==> src/hw/rtl/assert_macros.svh <==
// assertion helpers for the fan level ramp rtl
// the checks sample on clk; the first macro also holds off while rst_n is low
`ifndef ASSERT_MACROS_SVH
`define ASSERT_MACROS_SVH
`ifndef ASSERT_OFF
`define ASSERT_CHK(lbl, prop, msg) \
  lbl: assert property (@(posedge clk) disable iff (!rst_n) prop) else $error(msg);
`define ASSERT_CHK_NR(lbl, prop, msg) \
  lbl: assert property (@(posedge clk) prop) else $error(msg);
`else
`define ASSERT_CHK(lbl, prop, msg)
`define ASSERT_CHK_NR(lbl, prop, msg)
`endif
`endif

==> src/hw/rtl/tflr_pkg.sv <==
`timescale 1ns / 1ps
package tflr_pkg;

  localparam int unsigned TEMP_W     = 12;
  localparam int unsigned MARGIN_W   = 13;
  localparam int unsigned MSUM_W     = 15;
  localparam int unsigned LOAD_W     = 9;
  localparam int unsigned CURR_W     = 15;
  localparam int unsigned CDIFF_W    = 16;
  localparam int unsigned DELAY_W    = 16;
  localparam int unsigned QUIET_W    = 2;
  localparam int unsigned DUTY_W     = 10;
  localparam int unsigned DUTY_TBL_W = 60;
  localparam int unsigned PCT_W      = 7;
  localparam int unsigned LEVEL_W    = 3;
  localparam int unsigned LLVL_W     = 4;
  localparam int unsigned AVG_CNT_W  = 10;
  localparam int unsigned AVG_SUM_W  = 19;
  localparam int unsigned ALU_W      = 20;
  localparam int unsigned CFG_IDX_W  = 3;
  localparam int unsigned CFG_DATA_W = 60;

  localparam int unsigned NUM_LEVELS = 6;
  localparam logic [LEVEL_W-1:0] LEVEL_MAX = 3'd5;
  localparam logic [LEVEL_W-1:0] QUIET_CAP = 3'd2;
  localparam logic [QUIET_W-1:0] QUIET_ULTRA = 2'd2;

  // duty * PCT_SCALE always fits in PCT_NUM_W bits
  localparam int unsigned PCT_SCALE   = 100;
  localparam int unsigned PCT_NUM_W   = 17;
  localparam int unsigned PCT_SAT     = 127;

  // averaged load at which the load level steps up by one; with offset 40,
  // step 10 and truncation toward zero the level runs from -4 to 5
  localparam int unsigned LOAD_MARKS = 9;
  localparam int unsigned LOAD_AVG_MARK [LOAD_MARKS] = '{1, 11, 21, 31, 50, 60, 70, 80, 90};
  localparam int unsigned LOAD_LEVEL_BASE = 4;
  localparam int unsigned MARK_IDX_W = 4;
  localparam int unsigned MARK_CNT_W = 4;

  typedef enum logic [CFG_IDX_W-1:0] {
    CFG_RISE_DELAY      = 3'd0,
    CFG_FALL_DELAY      = 3'd1,
    CFG_QUIET_MODE      = 3'd2,
    CFG_TEMP_LIMIT_LOW  = 3'd3,
    CFG_TEMP_LIMIT_HIGH = 3'd4,
    CFG_CURRENT_BASE    = 3'd5,
    CFG_CURRENT_STEP    = 3'd6,
    CFG_DUTY_TABLE      = 3'd7
  } cfg_idx_t;

  typedef enum logic [5:0] {
    ST_IDLE = 6'b000001,
    ST_EVAL = 6'b000010,
    ST_LOAD = 6'b000100,
    ST_DIV  = 6'b001000,
    ST_RAMP = 6'b010000,
    ST_PCT  = 6'b100000
  } state_t;

  typedef struct packed {
    logic               en;
    logic               forced;
    logic               poff;
    logic [LEVEL_W-1:0] target;
  } ramp_cmd_t;

  // half the margin rounded down, capped at 5, taken from 5; clipped to 0..5
  function automatic logic [LEVEL_W-1:0] margin_level(input logic signed [MARGIN_W-1:0] m);
    logic signed [MARGIN_W-2:0] h;
    logic [LEVEL_W-1:0]         lvl;
    h = m[MARGIN_W-1:1];
    if (h <= 12'sd0) begin
      lvl = LEVEL_MAX;
    end else if (h >= 12'sd5) begin
      lvl = '0;
    end else begin
      lvl = LEVEL_MAX - h[LEVEL_W-1:0];
    end
    return lvl;
  endfunction

endpackage

==> src/hw/rtl/tflr_alu.sv <==
`timescale 1ns / 1ps
module tflr_alu (
  input  logic signed [tflr_pkg::ALU_W-1:0] a,
  input  logic signed [tflr_pkg::ALU_W-1:0] b,
  output logic signed [tflr_pkg::ALU_W-1:0] diff,
  output logic                              ge
);
  import tflr_pkg::*;

  // shared subtract and compare, used for the threshold scan and the division
  assign diff = a - b;
  assign ge   = !diff[ALU_W-1];

endmodule

==> src/hw/rtl/tflr_ramp.sv <==
`timescale 1ns / 1ps
`include "assert_macros.svh"
module tflr_ramp (
  input  logic                              clk,
  input  logic                              rst_n,
  input  tflr_pkg::ramp_cmd_t               cmd,
  input  logic [tflr_pkg::DELAY_W-1:0]      rise_delay,
  input  logic [tflr_pkg::DELAY_W-1:0]      fall_delay,
  input  logic [tflr_pkg::QUIET_W-1:0]      quiet_mode,
  output logic [tflr_pkg::LEVEL_W-1:0]      level
);
  import tflr_pkg::*;

  logic [LEVEL_W-1:0] level_r, level_nxt;
  logic [DELAY_W-1:0] rise_r, rise_nxt;
  logic [DELAY_W-1:0] fall_r, fall_nxt;
  logic [DELAY_W-1:0] rise_inc;
  logic [DELAY_W-1:0] fall_inc;

  assign rise_inc = rise_r + DELAY_W'(1);
  assign fall_inc = fall_r + DELAY_W'(1);

  always_comb begin
    level_nxt = level_r;
    rise_nxt  = rise_r;
    fall_nxt  = fall_r;
    if (cmd.en) begin
      if (cmd.forced) begin
        level_nxt = LEVEL_MAX;
        rise_nxt  = '0;
        fall_nxt  = '0;
      end else if (level_r < cmd.target) begin
        fall_nxt = '0;
        if (rise_inc > rise_delay) begin
          rise_nxt  = '0;
          level_nxt = level_r + LEVEL_W'(1);
        end else begin
          rise_nxt = rise_inc;
        end
      end else if (level_r > cmd.target) begin
        rise_nxt = '0;
        if (fall_inc > fall_delay) begin
          fall_nxt  = '0;
          level_nxt = level_r - LEVEL_W'(1);
        end else begin
          fall_nxt = fall_inc;
        end
      end else begin
        rise_nxt = '0;
        fall_nxt = '0;
      end
      if ((quiet_mode == QUIET_ULTRA) && (level_nxt > QUIET_CAP)) begin
        level_nxt = QUIET_CAP;
      end
      // power-off test parks the stored level at zero
      if (cmd.poff) begin
        level_nxt = '0;
      end
    end
  end

  always_ff @(posedge clk) begin
    if (!rst_n) begin
      level_r <= '0;
      rise_r  <= '0;
      fall_r  <= '0;
    end else begin
      level_r <= level_nxt;
      rise_r  <= rise_nxt;
      fall_r  <= fall_nxt;
    end
  end

  assign level = level_r;

  `ASSERT_CHK(a_poff_parks_zero, cmd.en && cmd.poff |=> level_r == '0, "poff level not zero")
  `ASSERT_CHK(a_ultra_cap, cmd.en && (quiet_mode == QUIET_ULTRA) |=> level_r <= QUIET_CAP, "ultra cap broken")
  `ASSERT_CHK(a_single_step, cmd.en && !cmd.forced && !cmd.poff && (quiet_mode != QUIET_ULTRA) |=> (level_r == $past(level_r)) || (level_r == $past(level_r) + LEVEL_W'(1)) || (level_r + LEVEL_W'(1) == $past(level_r)), "ramp moved more than one step")

endmodule

==> src/hw/rtl/thermal_fan_level_ramp_unit.sv <==
`timescale 1ns / 1ps
`include "assert_macros.svh"
// Fan level controller with ramp. One transaction on the in_ channel is one control
// tick; each tick gives exactly one transaction on the out_ channel (duty, percent,
// target level and applied level). Registers are written through cfg_we/cfg_index/
// cfg_wdata; the user must write them only while no tick is in flight, as the block
// does not enforce it; they take effect on the next tick. The block works on one
// tick at a time: in_ready is high only while it is idle. A tick walks a sequencer
// over one shared subtract/compare unit: an evaluate state, one to six divide steps
// for the battery current level (the divide stops at level 5), a ramp state and a
// duty/percent state. On the tick that closes the load averaging window, the same
// unit scans nine load thresholds first. A forced tick (margin sum at most zero,
// grid charge or over-temperature) skips the divide. The result sits in an output
// register, so the next tick is accepted while it waits; if out_ready stays low the
// block holds the following result in its last step until the register frees.
// Synchronous reset clears the load, target and ramp levels, the ramp delay
// counters, the sequencer and the averager, and loads the register reset values
// (current step of one).
module thermal_fan_level_ramp_unit #(
  parameter int unsigned AVG_WINDOW      = 1000,
  parameter int unsigned DUTY_FULL_SCALE = 1000
) (
  input  logic                                   clk,
  input  logic                                   rst_n,
  input  logic                                   cfg_we,
  input  logic [tflr_pkg::CFG_IDX_W-1:0]         cfg_index,
  input  logic [tflr_pkg::CFG_DATA_W-1:0]        cfg_wdata,
  input  logic                                   in_valid,
  output logic                                   in_ready,
  input  logic signed [tflr_pkg::TEMP_W-1:0]     in_inverter_temp,
  input  logic signed [tflr_pkg::TEMP_W-1:0]     in_converter_temp,
  input  logic signed [tflr_pkg::TEMP_W-1:0]     in_charger_temp,
  input  logic [tflr_pkg::LOAD_W-1:0]            in_load_percent,
  input  logic [tflr_pkg::CURR_W-1:0]            in_battery_current,
  input  logic                                   in_grid_charge_flag,
  input  logic                                   in_overtemp_fault,
  input  logic                                   in_power_off_test,
  output logic                                   out_valid,
  input  logic                                   out_ready,
  output logic [tflr_pkg::DUTY_W-1:0]            out_fan_duty,
  output logic [tflr_pkg::PCT_W-1:0]             out_duty_percent,
  output logic [tflr_pkg::LEVEL_W-1:0]           out_target_level,
  output logic [tflr_pkg::LEVEL_W-1:0]           out_applied_level
);
  import tflr_pkg::*;

  // percent by reciprocal: floor(x*R >> S) is exact for x below 2**PCT_NUM_W
  localparam int unsigned PCT_SHIFT = PCT_NUM_W + $clog2(DUTY_FULL_SCALE);
  localparam longint unsigned PCT_RECIP = (64'd1 << PCT_SHIFT) / DUTY_FULL_SCALE + 64'd1;
  localparam longint unsigned PCT_MUL = PCT_SCALE * PCT_RECIP;
  localparam int unsigned PCT_MUL_W = $clog2(PCT_MUL + 64'd1);
  localparam int unsigned PCT_PROD_W = DUTY_W + PCT_MUL_W;
  localparam logic [MARK_IDX_W-1:0] THR_LAST = MARK_IDX_W'(LOAD_MARKS - 1);

  // configuration registers
  logic [DELAY_W-1:0]       rise_delay_r;
  logic [DELAY_W-1:0]       fall_delay_r;
  logic [QUIET_W-1:0]       quiet_mode_r;
  logic signed [TEMP_W-1:0] temp_lim_low_r;
  logic signed [TEMP_W-1:0] temp_lim_high_r;
  logic [CURR_W-1:0]        cur_base_r;
  logic [CURR_W-1:0]        cur_step_r;
  logic [DUTY_TBL_W-1:0]    duty_table_r;

  // sequencer and tick state
  state_t                   state_r, state_nxt;
  logic [AVG_CNT_W-1:0]     avg_cnt_r, avg_cnt_nxt;
  logic [AVG_SUM_W-1:0]     avg_sum_r, avg_sum_nxt;
  logic signed [LLVL_W-1:0] load_level_r, load_level_nxt;
  logic [MARK_IDX_W-1:0]    thr_idx_r, thr_idx_nxt;
  logic [MARK_CNT_W-1:0]    mark_cnt_r, mark_cnt_nxt;
  logic [LEVEL_W-1:0]       q_r, q_nxt;
  logic [LEVEL_W-1:0]       mlvl_r, mlvl_nxt;
  logic [LEVEL_W-1:0]       target_r, target_nxt;
  logic                     forced_r, forced_nxt;
  logic                     out_valid_r, out_valid_nxt;
  logic                     out_load;

  // captured tick fields
  logic signed [MARGIN_W-1:0] m1_r, m2_r, m3_r;
  logic [LOAD_W-1:0]          load_r;
  logic signed [CDIFF_W-1:0]  rem_r, rem_nxt;
  logic                       grid_r, fault_r, poff_r;

  // output registers
  logic [DUTY_W-1:0]  out_duty_r;
  logic [PCT_W-1:0]   out_pct_r;
  logic [LEVEL_W-1:0] out_target_r;
  logic [LEVEL_W-1:0] out_applied_r;

  logic                      in_fire;
  logic signed [MSUM_W-1:0]  msum;
  logic                      eval_forced;
  logic [LEVEL_W-1:0]        mlvl_now;
  logic [LEVEL_W-1:0]        ll_pos;
  logic [LEVEL_W-1:0]        target_now;
  logic [CURR_W-1:0]         step_eff;
  logic [AVG_SUM_W-1:0]      load_thr [LOAD_MARKS];
  logic signed [ALU_W-1:0]   alu_a, alu_b, alu_diff;
  logic                      alu_ge;
  ramp_cmd_t                 ramp_cmd;
  logic [LEVEL_W-1:0]        ramp_level;
  logic [DUTY_W-1:0]         duty_sel;
  logic [PCT_PROD_W-1:0]     pct_prod;
  logic [PCT_PROD_W-1:0]     pct_quot;
  logic [PCT_W-1:0]          pct_val;

  assign in_ready = (state_r == ST_IDLE);
  assign in_fire  = in_valid && in_ready;

  always_ff @(posedge clk) begin
    if (!rst_n) begin
      rise_delay_r    <= '0;
      fall_delay_r    <= '0;
      quiet_mode_r    <= '0;
      temp_lim_low_r  <= '0;
      temp_lim_high_r <= '0;
      cur_base_r      <= '0;
      cur_step_r      <= CURR_W'(1);
      duty_table_r    <= '0;
    end else if (cfg_we) begin
      unique case (cfg_idx_t'(cfg_index))
        CFG_RISE_DELAY:      rise_delay_r    <= cfg_wdata[DELAY_W-1:0];
        CFG_FALL_DELAY:      fall_delay_r    <= cfg_wdata[DELAY_W-1:0];
        CFG_QUIET_MODE:      quiet_mode_r    <= cfg_wdata[QUIET_W-1:0];
        CFG_TEMP_LIMIT_LOW:  temp_lim_low_r  <= cfg_wdata[TEMP_W-1:0];
        CFG_TEMP_LIMIT_HIGH: temp_lim_high_r <= cfg_wdata[TEMP_W-1:0];
        CFG_CURRENT_BASE:    cur_base_r      <= cfg_wdata[CURR_W-1:0];
        CFG_CURRENT_STEP:    cur_step_r      <= cfg_wdata[CURR_W-1:0];
        CFG_DUTY_TABLE:      duty_table_r    <= cfg_wdata[DUTY_TBL_W-1:0];
        default: ;
      endcase
    end
  end

  // load thresholds scaled to the raw window sum
  always_comb begin
    for (int k = 0; k < LOAD_MARKS; k++) begin
      load_thr[k] = AVG_SUM_W'(LOAD_AVG_MARK[k] * AVG_WINDOW);
    end
  end

  assign step_eff = (cur_step_r == '0) ? CURR_W'(1) : cur_step_r;

  always_comb begin
    if (state_r == ST_LOAD) begin
      alu_a = {{(ALU_W-AVG_SUM_W){1'b0}}, avg_sum_r};
      alu_b = {{(ALU_W-AVG_SUM_W){1'b0}}, load_thr[thr_idx_r]};
    end else begin
      alu_a = {{(ALU_W-CDIFF_W){rem_r[CDIFF_W-1]}}, rem_r};
      alu_b = {{(ALU_W-CURR_W){1'b0}}, step_eff};
    end
  end

  tflr_alu u_alu (
    .a    (alu_a),
    .b    (alu_b),
    .diff (alu_diff),
    .ge   (alu_ge)
  );

  assign msum = MSUM_W'(m1_r) + MSUM_W'(m2_r) + MSUM_W'(m3_r);
  assign eval_forced = (msum <= 15'sd0) || grid_r || fault_r;

  always_comb begin
    logic [LEVEL_W-1:0] l2;
    logic [LEVEL_W-1:0] l3;
    mlvl_now = margin_level(m1_r);
    l2 = margin_level(m2_r);
    l3 = margin_level(m3_r);
    if (l2 > mlvl_now) mlvl_now = l2;
    if (l3 > mlvl_now) mlvl_now = l3;
  end

  // a negative load or current level never wins against the margin level
  assign ll_pos = (load_level_r > 4'sd0) ? load_level_r[LEVEL_W-1:0] : '0;

  always_comb begin
    target_now = mlvl_r;
    if (ll_pos > target_now) target_now = ll_pos;
    if (q_r > target_now) target_now = q_r;
  end

  always_comb begin
    state_nxt      = state_r;
    avg_cnt_nxt    = avg_cnt_r;
    avg_sum_nxt    = avg_sum_r;
    load_level_nxt = load_level_r;
    thr_idx_nxt    = thr_idx_r;
    mark_cnt_nxt   = mark_cnt_r;
    q_nxt          = q_r;
    rem_nxt        = rem_r;
    mlvl_nxt       = mlvl_r;
    target_nxt     = target_r;
    forced_nxt     = forced_r;
    out_valid_nxt  = out_valid_r;
    out_load       = 1'b0;
    ramp_cmd       = '0;
    if (out_valid_r && out_ready) out_valid_nxt = 1'b0;
    unique case (state_r)
      ST_IDLE: begin
        if (in_valid) begin
          rem_nxt   = CDIFF_W'(in_battery_current) - CDIFF_W'(cur_base_r);
          state_nxt = ST_EVAL;
        end
      end
      ST_EVAL: begin
        forced_nxt = eval_forced;
        mlvl_nxt   = mlvl_now;
        q_nxt      = '0;
        if (eval_forced) begin
          avg_cnt_nxt = '0;
          avg_sum_nxt = '0;
          state_nxt   = ST_RAMP;
        end else if (avg_cnt_r < AVG_CNT_W'(AVG_WINDOW)) begin
          avg_cnt_nxt = avg_cnt_r + AVG_CNT_W'(1);
          avg_sum_nxt = avg_sum_r + AVG_SUM_W'(load_r);
          state_nxt   = ST_DIV;
        end else begin
          thr_idx_nxt  = '0;
          mark_cnt_nxt = '0;
          state_nxt    = ST_LOAD;
        end
      end
      ST_LOAD: begin
        mark_cnt_nxt = mark_cnt_r + MARK_CNT_W'(alu_ge);
        if (thr_idx_r == THR_LAST) begin
          load_level_nxt = LLVL_W'(mark_cnt_nxt - MARK_CNT_W'(LOAD_LEVEL_BASE));
          avg_cnt_nxt    = '0;
          avg_sum_nxt    = '0;
          state_nxt      = ST_DIV;
        end else begin
          thr_idx_nxt = thr_idx_r + MARK_IDX_W'(1);
        end
      end
      ST_DIV: begin
        // restoring steps; quotient above 5 only ever clips to 5
        if (alu_ge && (q_r < LEVEL_MAX)) begin
          rem_nxt = alu_diff[CDIFF_W-1:0];
          q_nxt   = q_r + LEVEL_W'(1);
        end else begin
          state_nxt = ST_RAMP;
        end
      end
      ST_RAMP: begin
        target_nxt      = forced_r ? LEVEL_MAX : target_now;
        ramp_cmd.en     = 1'b1;
        ramp_cmd.forced = forced_r;
        ramp_cmd.poff   = poff_r;
        ramp_cmd.target = target_nxt;
        state_nxt       = ST_PCT;
      end
      ST_PCT: begin
        if (!out_valid_r || out_ready) begin
          out_valid_nxt = 1'b1;
          out_load      = 1'b1;
          state_nxt     = ST_IDLE;
        end
      end
      default: state_nxt = ST_IDLE;
    endcase
  end

  always_ff @(posedge clk) begin
    if (!rst_n) begin
      state_r      <= ST_IDLE;
      avg_cnt_r    <= '0;
      avg_sum_r    <= '0;
      load_level_r <= '0;
      target_r     <= '0;
      forced_r     <= 1'b0;
      out_valid_r  <= 1'b0;
    end else begin
      state_r      <= state_nxt;
      avg_cnt_r    <= avg_cnt_nxt;
      avg_sum_r    <= avg_sum_nxt;
      load_level_r <= load_level_nxt;
      target_r     <= target_nxt;
      forced_r     <= forced_nxt;
      out_valid_r  <= out_valid_nxt;
    end
  end

  always_ff @(posedge clk) begin
    thr_idx_r  <= thr_idx_nxt;
    mark_cnt_r <= mark_cnt_nxt;
    q_r        <= q_nxt;
    rem_r      <= rem_nxt;
    mlvl_r     <= mlvl_nxt;
    if (in_fire) begin
      m1_r    <= MARGIN_W'(temp_lim_low_r) - MARGIN_W'(in_inverter_temp);
      m2_r    <= MARGIN_W'(temp_lim_high_r) - MARGIN_W'(in_converter_temp);
      m3_r    <= MARGIN_W'(temp_lim_low_r) - MARGIN_W'(in_charger_temp);
      load_r  <= in_load_percent;
      grid_r  <= in_grid_charge_flag;
      fault_r <= in_overtemp_fault;
      poff_r  <= in_power_off_test;
    end
  end

  tflr_ramp u_ramp (
    .clk        (clk),
    .rst_n      (rst_n),
    .cmd        (ramp_cmd),
    .rise_delay (rise_delay_r),
    .fall_delay (fall_delay_r),
    .quiet_mode (quiet_mode_r),
    .level      (ramp_level)
  );

  always_comb begin
    duty_sel = '0;
    for (int k = 0; k < NUM_LEVELS; k++) begin
      if (ramp_level == LEVEL_W'(k)) duty_sel = duty_table_r[k*DUTY_W +: DUTY_W];
    end
  end

  assign pct_prod = PCT_PROD_W'(duty_sel) * PCT_PROD_W'(PCT_MUL);
  assign pct_quot = pct_prod >> PCT_SHIFT;
  assign pct_val  = (pct_quot > PCT_PROD_W'(PCT_SAT)) ? PCT_W'(PCT_SAT) : pct_quot[PCT_W-1:0];

  always_ff @(posedge clk) begin
    if (out_load) begin
      out_duty_r    <= duty_sel;
      out_pct_r     <= pct_val;
      out_target_r  <= target_r;
      out_applied_r <= ramp_level;
    end
  end

  assign out_valid         = out_valid_r;
  assign out_fan_duty      = out_duty_r;
  assign out_duty_percent  = out_pct_r;
  assign out_target_level  = out_target_r;
  assign out_applied_level = out_applied_r;

  `ASSERT_CHK_NR(a_rst_idle, !rst_n |=> !out_valid && in_ready, "reset left block busy")
  `ASSERT_CHK(a_accept_eval, in_valid && in_ready |=> state_r == ST_EVAL, "accepted tick not evaluated")
  `ASSERT_CHK(a_window_close, (state_r == ST_LOAD) && (thr_idx_r == THR_LAST) |=> (state_r == ST_DIV) && (avg_cnt_r == '0) && (avg_sum_r == '0), "averager not restarted")
  `ASSERT_CHK(a_pct_delivers, (state_r == ST_PCT) && !(out_valid && !out_ready) |=> out_valid && in_ready, "result not delivered")

endmodule
==> config.mk <==
export PLATFORM = sky130hd
export DESIGN_NAME = thermal_fan_level_ramp_unit
export DESIGN_NICKNAME = d
export VERILOG_FILES = /design/src/hw/rtl/tflr_pkg.sv /design/src/hw/rtl/tflr_alu.sv /design/src/hw/rtl/tflr_ramp.sv /design/src/hw/rtl/thermal_fan_level_ramp_unit.sv
export VERILOG_INCLUDE_DIRS = /design/src /design/src/hw/rtl
export SDC_FILE = /design/constraint.sdc
export NUM_CORES = 1
export LEC_CHECK = 0
export BUFFER_PORTS_ARGS = -buffer_cell sky130_fd_sc_hd__buf_2
export CAP_MARGIN = 5
export CORE_UTILIZATION = 33
export DETAILED_ROUTE_END_ITERATION = 6
export PLACE_DENSITY_LB_ADDON = 0.3
export SKIP_LAST_GASP = 1
export SLEW_MARGIN = 20
export SYNTH_ARGS = -nofsm -noshare
export SYNTH_HDL_FRONTEND = slang
export SYNTH_SLANG_ARGS = --single-unit
==> constraint.sdc <==
create_clock -name clk -period 5.83 [get_ports clk]
set_input_delay 0.2915 -clock clk [delete_from_list [all_inputs] [get_ports clk]]
set_output_delay 0.2915 -clock clk [all_outputs]
set_load 0.01 [all_outputs]
# == After elaboration in Yosys (flattened, before gate mapping) ==
# Memory sizes are Yosys's and may differ from the RTL's.
# Index checks and enable logic that the tools add are counted.
# word_totals
reg_bits,331
romBits,304
inputBits,131
output_inout_bits,25
elab_cells,206
mem_count,1
# op_classes
n_addsub,20
n_mul,1
order_cmp,21
eq_ne,29
n_mux,69
bitwise_logic,1
n_reduce_logical,30
# memory_table
memory,depth,word_bits,read_ports,rd_ports_with_merged_regs,wr,line_no,rtl
(no name shown),16,19,1,0,0,thermal_fan_level_ramp_unit.sv:148,"alu_b = {{(ALU_W-AVG_SUM_W){1'b0}}, load_thr[thr_idx_r]};"
# ops
operator,count
$mux W16,9
$mux W19,6
$mux W10,9
$mux W3,21
$sub A12 B12 Y13,3
$pmux W19 S2,1
$ge A12 B4 Y1 const B,3
$le A12 B1 Y1 const B,3
$pmux W6 S6,1
$add A16 B1 Y16 const B,2
$gt A16 B16 Y1,2
$pmux W16 S2,1
$mul A10 B21 Y31 const B,1
$mux W6,5
$mux W20,1
$pmux W10 S2,1
$reduce_and A2 Y1,10
$sub A20 B20 Y20,1
$add A19 B9 Y19,1
$eq A3 B3 Y1 const B,6
$mux W4,4
$pmux W4 S2,2
$sub A15 B15 Y16,1
$add A14 B13 Y15,1
43 further kinds,76

# == Longest topological paths before layout ==
# logic_depth
ltp_word,17
mapped_depth,30
ltp_nobuf,28

# == By module ==
# A second synthesis with hierarchy kept.
# unflattened
cells_unflattened,2588
area_unflattened_um2,22106.2
# by_module_without_submodules
mod,n_inst,cells_each,area_each_um2,seq_area_each_um2
thermal_fan_level_ramp_unit,1,2064,18036.0,6966.7
tflr_ramp,1,383,3115.5,700.7
tflr_alu,1,141,954.7,0.0

# == Worst setup path before layout ==
# No wires, ideal clock.
# synth_path
kind,reg-to-reg
startpoint,"register u_ramp.level_r[0], in the netlist u_ramp.level[0]"
endpoint,"register out_pct_r[6], in the netlist out_duty_percent[6] (data pin)"
setup_time_ps,260
arrival_time_ps,6056
required_ps,5570
path_slack_ps,-486
stages_incl_launch_ff,26
path_buffers,2
synth_period_minus_slack_ps,6316
cell_sequence,dfxtp_1 > inv_1 > ha_1 > clkbuf_1 > clkbuf_1 > nand2_1 > nor2_1 > a21oi_1 > o21ai_0 > a22oi_1 > o22ai_1 > ha_1 > fa_1 > fa_1 > fa_1 > fa_1 > ha_1 > nand3_1 > nor4_1 > and3_1 > a21oi_1 > o21ai_0 > o21ai_0 > a21oi_1 > a21oi_1 > xnor2_1
# synth_between
elab_chain_len,9
word_cells_on_any_way,14
cone_classes,mul: 1; order compare: 1; eq/ne: 5; mux: 6; reduce/logical: 1
# synth_rtl
item,line_no,rtl
"start, declared",tflr_ramp.sv:14,"logic [LEVEL_W-1:0] level_r, level_nxt;"
"start signal, assigned",tflr_ramp.sv:68,level_r <= level_nxt;
$logic_not A3 Y1,thermal_fan_level_ramp_unit.sv:314,if (ramp_level == LEVEL_W'(k)) duty_sel = duty_table_r[k*DUTY_W +: DUTY_W];
$mux W10 (5 in series),thermal_fan_level_ramp_unit.sv:314,
$mux W10 *,thermal_fan_level_ramp_unit.sv:314,
named net duty_sel[4],thermal_fan_level_ramp_unit.sv:103,logic [DUTY_W-1:0] duty_sel;
$mul A10 B21 Y31 *,thermal_fan_level_ramp_unit.sv:318,assign pct_prod = PCT_PROD_W'(duty_sel) * PCT_PROD_W'(PCT_MUL);
$gt A7 B7 Y1,thermal_fan_level_ramp_unit.sv:320,assign pct_val = (pct_quot > PCT_PROD_W'(PCT_SAT)) ? PCT_W'(PCT_SAT) : pct_quot[PCT_W-1:0];
"end signal, assigned",thermal_fan_level_ramp_unit.sv:325,out_pct_r <= pct_val;
"end, declared",thermal_fan_level_ramp_unit.sv:87,logic [PCT_W-1:0] out_pct_r;
# Mark *: on every way through the listed nets, which the timed path passes. The rest lies on a longest branch.
# A chain may end at the register's enable or synchronous reset.

# == Worst setup path after layout ==
# Same ends and word-level chain as after synthesis.

==> impl_metrics.json <==
{
  "io_buf_count": 155,
  "core-area_sq_um": 64930,
  "slew_violations": 0,
  "grt_setup_unrepaired": "yes",
  "grt_first_pass_wirelength_um": 99360,
  "min-delay-start": "cfg_wdata[16]",
  "filler_cell_count": 6462,
  "worst_clock_skew_ps": 38.19,
  "mapped_avg_cell_area_sq_um": 8.552,
  "setup-violations-final": 0,
  "via_count_of_the_first_global_routing_pass": 18580,
  "worstSetupStartpoint": "u_ramp.level[0]",
  "ys_ff_latch": 331,
  "max_freq_ghz": 0.1738,
  "final_net_count": 3224,
  "boundaryPins": 156,
  "floorplan.die_area_sq_um": 67120,
  "drt-pass1-iter-count": 6,
  "dr.first_iter.drc_count": 1107,
  "detail_route.drc_violations": 0,
  "crit-reg2reg-launch": "u_ramp.level[0]",
  "synth_cell_types": 76,
  "synthesized_netlist_net_count": 2973,
  "timing_worst_setup_path_type": "flop to flop",
  "capturing_element_type_of_the_critical_path": "flop",
  "timing.final.hold_violations": 0,
  "routed_wl_um": 63620,
  "cp_data_arrival_time_ps": 6050,
  "yosys-top-cells-area": "dfxtp_1 21%, edfxtp_1 14%, ha_1 13%, nand2_1 8.2%, fa_1 5.8%",
  "synth_edf_count": 104,
  "whs_ps": 23.91,
  "synth_common_cells": "475 x nand2_1, 238 x a21oi_1, 229 x ha_1",
  "post_dp_cell_area_sq_um": 23940,
  "core.rowCount": 93,
  "synth.most_common_cell": "nand2_1",
  "cts-buffers-inserted": 41,
  "final_instance_area_sq_um": 26470,
  "insertion_delay_ps": 580,
  "grt_start_max_net_pins": 82,
  "postRouteAntennaNets": 0,
  "yosysTopAreaCell": "dfxtp_1",
  "detailed_place_hpwl_um": 47800,
  "top_flip_flop_cell_by_instance_count_after_synthesis": "dfxtp_1",
  "gate_count_after_technology_mapping": 2550,
  "cts.sink_count": 331,
  "timing.final.crit_period_ps": 5754,
  "drt-vias-per-instance": 5.050,
  "antenna_found_initial": 4,
  "clk_root_buffer_cell": "clkbuf_16",
  "slew-limit-headroom": 0.3168,
  "post-route-period-util": 0.9869,
  "layout-drive-gt1-share": 0.1468,
  "critPathMaxFanout": 4,
  "synth_top_area_frac": 0.2084,
  "diodes": 0,
  "crit_path_start_kind": "flop",
  "gr-usage-all-layers": 0.1863,
  "max_slew.worst_pin.slew_ps": 1022,
  "yosys_warnings": 0,
  "ir_drop_mv": 0.1697,
  "cts_tree": "built",
  "power.density_nw_per_um2": 284.6,
  "die_height_um": 259.1,
  "floorplan.initialDensity": 0.3359,
  "cp.required_ps": 6130,
  "run_status": "completed",
  "cap_violations": 0,
  "die_x_um": 259.1,
  "max-clock-path-buffers": 3,
  "cts_htree_levels": 2,
  "synth_async_sr_flop_share": 0,
  "syn2layout_area_growth_pct": 21.37,
  "worst_hold_path_type": "input pin to flop",
  "grt-ovfl-total": 0,
  "globalplace.congestion": 0.8656,
  "via_count": 18630,
  "share_of_the_yosys_chip_area_belonging_to_registers": 0.3516,
  "syn-cell-area_sq_um": 21810,
  "static-leakage-power_nw": 11.13,
  "path_clk_slew_ps": 60,
  "avgRoutedWirePerCell_um": 17.24
}
[sequential cells by signal, indices dropped and copies added (netlist names), 10 cells and up]
name / flops
duty_table_r: 60
avg_sum_r: 19
fall_delay_r: 16
rem_r: 16
rise_delay_r: 16
u_ramp.fall_r: 16
u_ramp.rise_r: 16
cur_base_r: 15
cur_step_r: 15
m1_r: 13
m2_r: 13
m3_r: 13
temp_lim_high_r: 12
temp_lim_low_r: 12
avg_cnt_r: 10
out_fan_duty: 10
[stage by stage]
stage | TNS [ps] | util | setup slack [ps] | total power [mW] | cells
detailed placement | -1016 | 0.3687 | -240.6 | 4.806 | 3544
finish | 0 | 0.4076 | 76.43 | 7.532 | 3689
global route | -337.9 | 0.4076 | -103.6 | 7.948 | 3689
global placement | -368.7 | 0.3686 | -115.6 | 4.764 | 3544
CTS | 0 | 0.4010 | 6.217 | 7.579 | 3676
floorplan | 0 | - | 0.6657 | 4.219 | 2550
[critical path: stages, from the launching register on]
cell and delay (ps):
dfxtp_4 390, inv_4 50, ha_4 170, buf_2 150
nand2_1 70, nor2_1 40, a21oi_1 170, o21ai_1 90
a22oi_1 260, o22ai_2 200, ha_4 300, fa_2 600
fa_1 440, fa_1 580, fa_2 500, ha_4 310
nand2_4 50, nor4_4 270, and3_4 230, o311a_4 190
o21ai_2 60, a21oi_2 180, a21oi_2 80, xnor2_1 120
[final timing paths]
path,endpoint,cells past startpoint,slack [ps]
worst max-delay path,out_duty_percent[6],23,80
worst min-delay path,duty_table_r[16],3,20
worst max register to register,out_duty_percent[6],23,80
worst min register to register,out_target_level[1],0,430
[layout make-up]
type / count / area [sq um] / share of cell area
Clock inverter: 16 / 157.7 / 0.005956
Clock buffer: 60 / 1285 / 0.04855
Sequential cell: 331 / 7675 / 0.2900
Inverter: 223 / 845.8 / 0.03196
Tap cell: 855 / 1070 / 0.04042
Multi-Input combinational cell: 1906 / 13390 / 0.5058
Timing Repair Buffer: 298 / 2048 / 0.07738
[cells in the final DEF, fill, tap and decap left out, types with 13 or more instances in the layout]
cell type      instances
nor2b_1               62
buf_4                 80
buf_2                156
dfxtp_1              225
nand2b_1              18
ha_1                 214
mux2i_1               28
nand2_1              470
a22o_1                16
dlygate4sd3_1         54
o21ai_0               79
nand3_1               58
o21a_1                15
ha_4                  14
nor4_1                13
xor2_1                40
a21o_1                30
inv_1                208
or3_1                 13
fa_1                  59
a211oi_1              13
clkbuf_16             49
xnor2_1               57
a21boi_0              54
nor3_1                31
nand3b_1              16
edfxtp_1             104
nor2_1               146
and3_1                20
a21oi_1              226
a22oi_1               26
a21oi_2               13
o21ai_1               14
[kinds of logic (layout without fill, tap and decap cells)]
kind of cell | Yosys count | count (layout) | share of synthesized area
muxes | 31 | 31 | 0.01440
xor gates and xnor gates | 97 | 97 | 0.03896
adders and majority gates | 292 | 292 | 0.1892
DFF | 331 | 331 | 0.3516
and+or+nand+nor | 912 | 912 | 0.1870
buffers and inverters | 313 | 597 | 0.05508
AOI/OAI and AO/OA | 574 | 574 | 0.1637
[where the power goes]
group	total [mW]	internal, mW	switching, mW
registers	2.77	2.62	0.147
clock network	2.70	1.63	1.07
logic	2.07	0.840	1.23
total	7.53	5.09	2.44
[metal layers]
layer	GRT usage	vias up	routed length (um)	share of wire
met4	0.05309	8	1589	0.025
met5	0	-	47	0.00074
li1	-	9268	-	-
met2	0.3250	379	31050	0.49
met3	0.02597	107	2481	0.039
met1	0.2379	8869	28450	0.45
[timing repair]
item / in CTS / in global routing
setup endpoints to repair: 6 / 7
pin swaps: 9 / 46
resized for setup: 21 / 70
hold endpoints to repair: 54 / 0
cloned: 0 / 3
hold buffers: 54 / 0
buffers inserted: 2 / 9
Note: power is estimated with default switching activity, not from simulation.
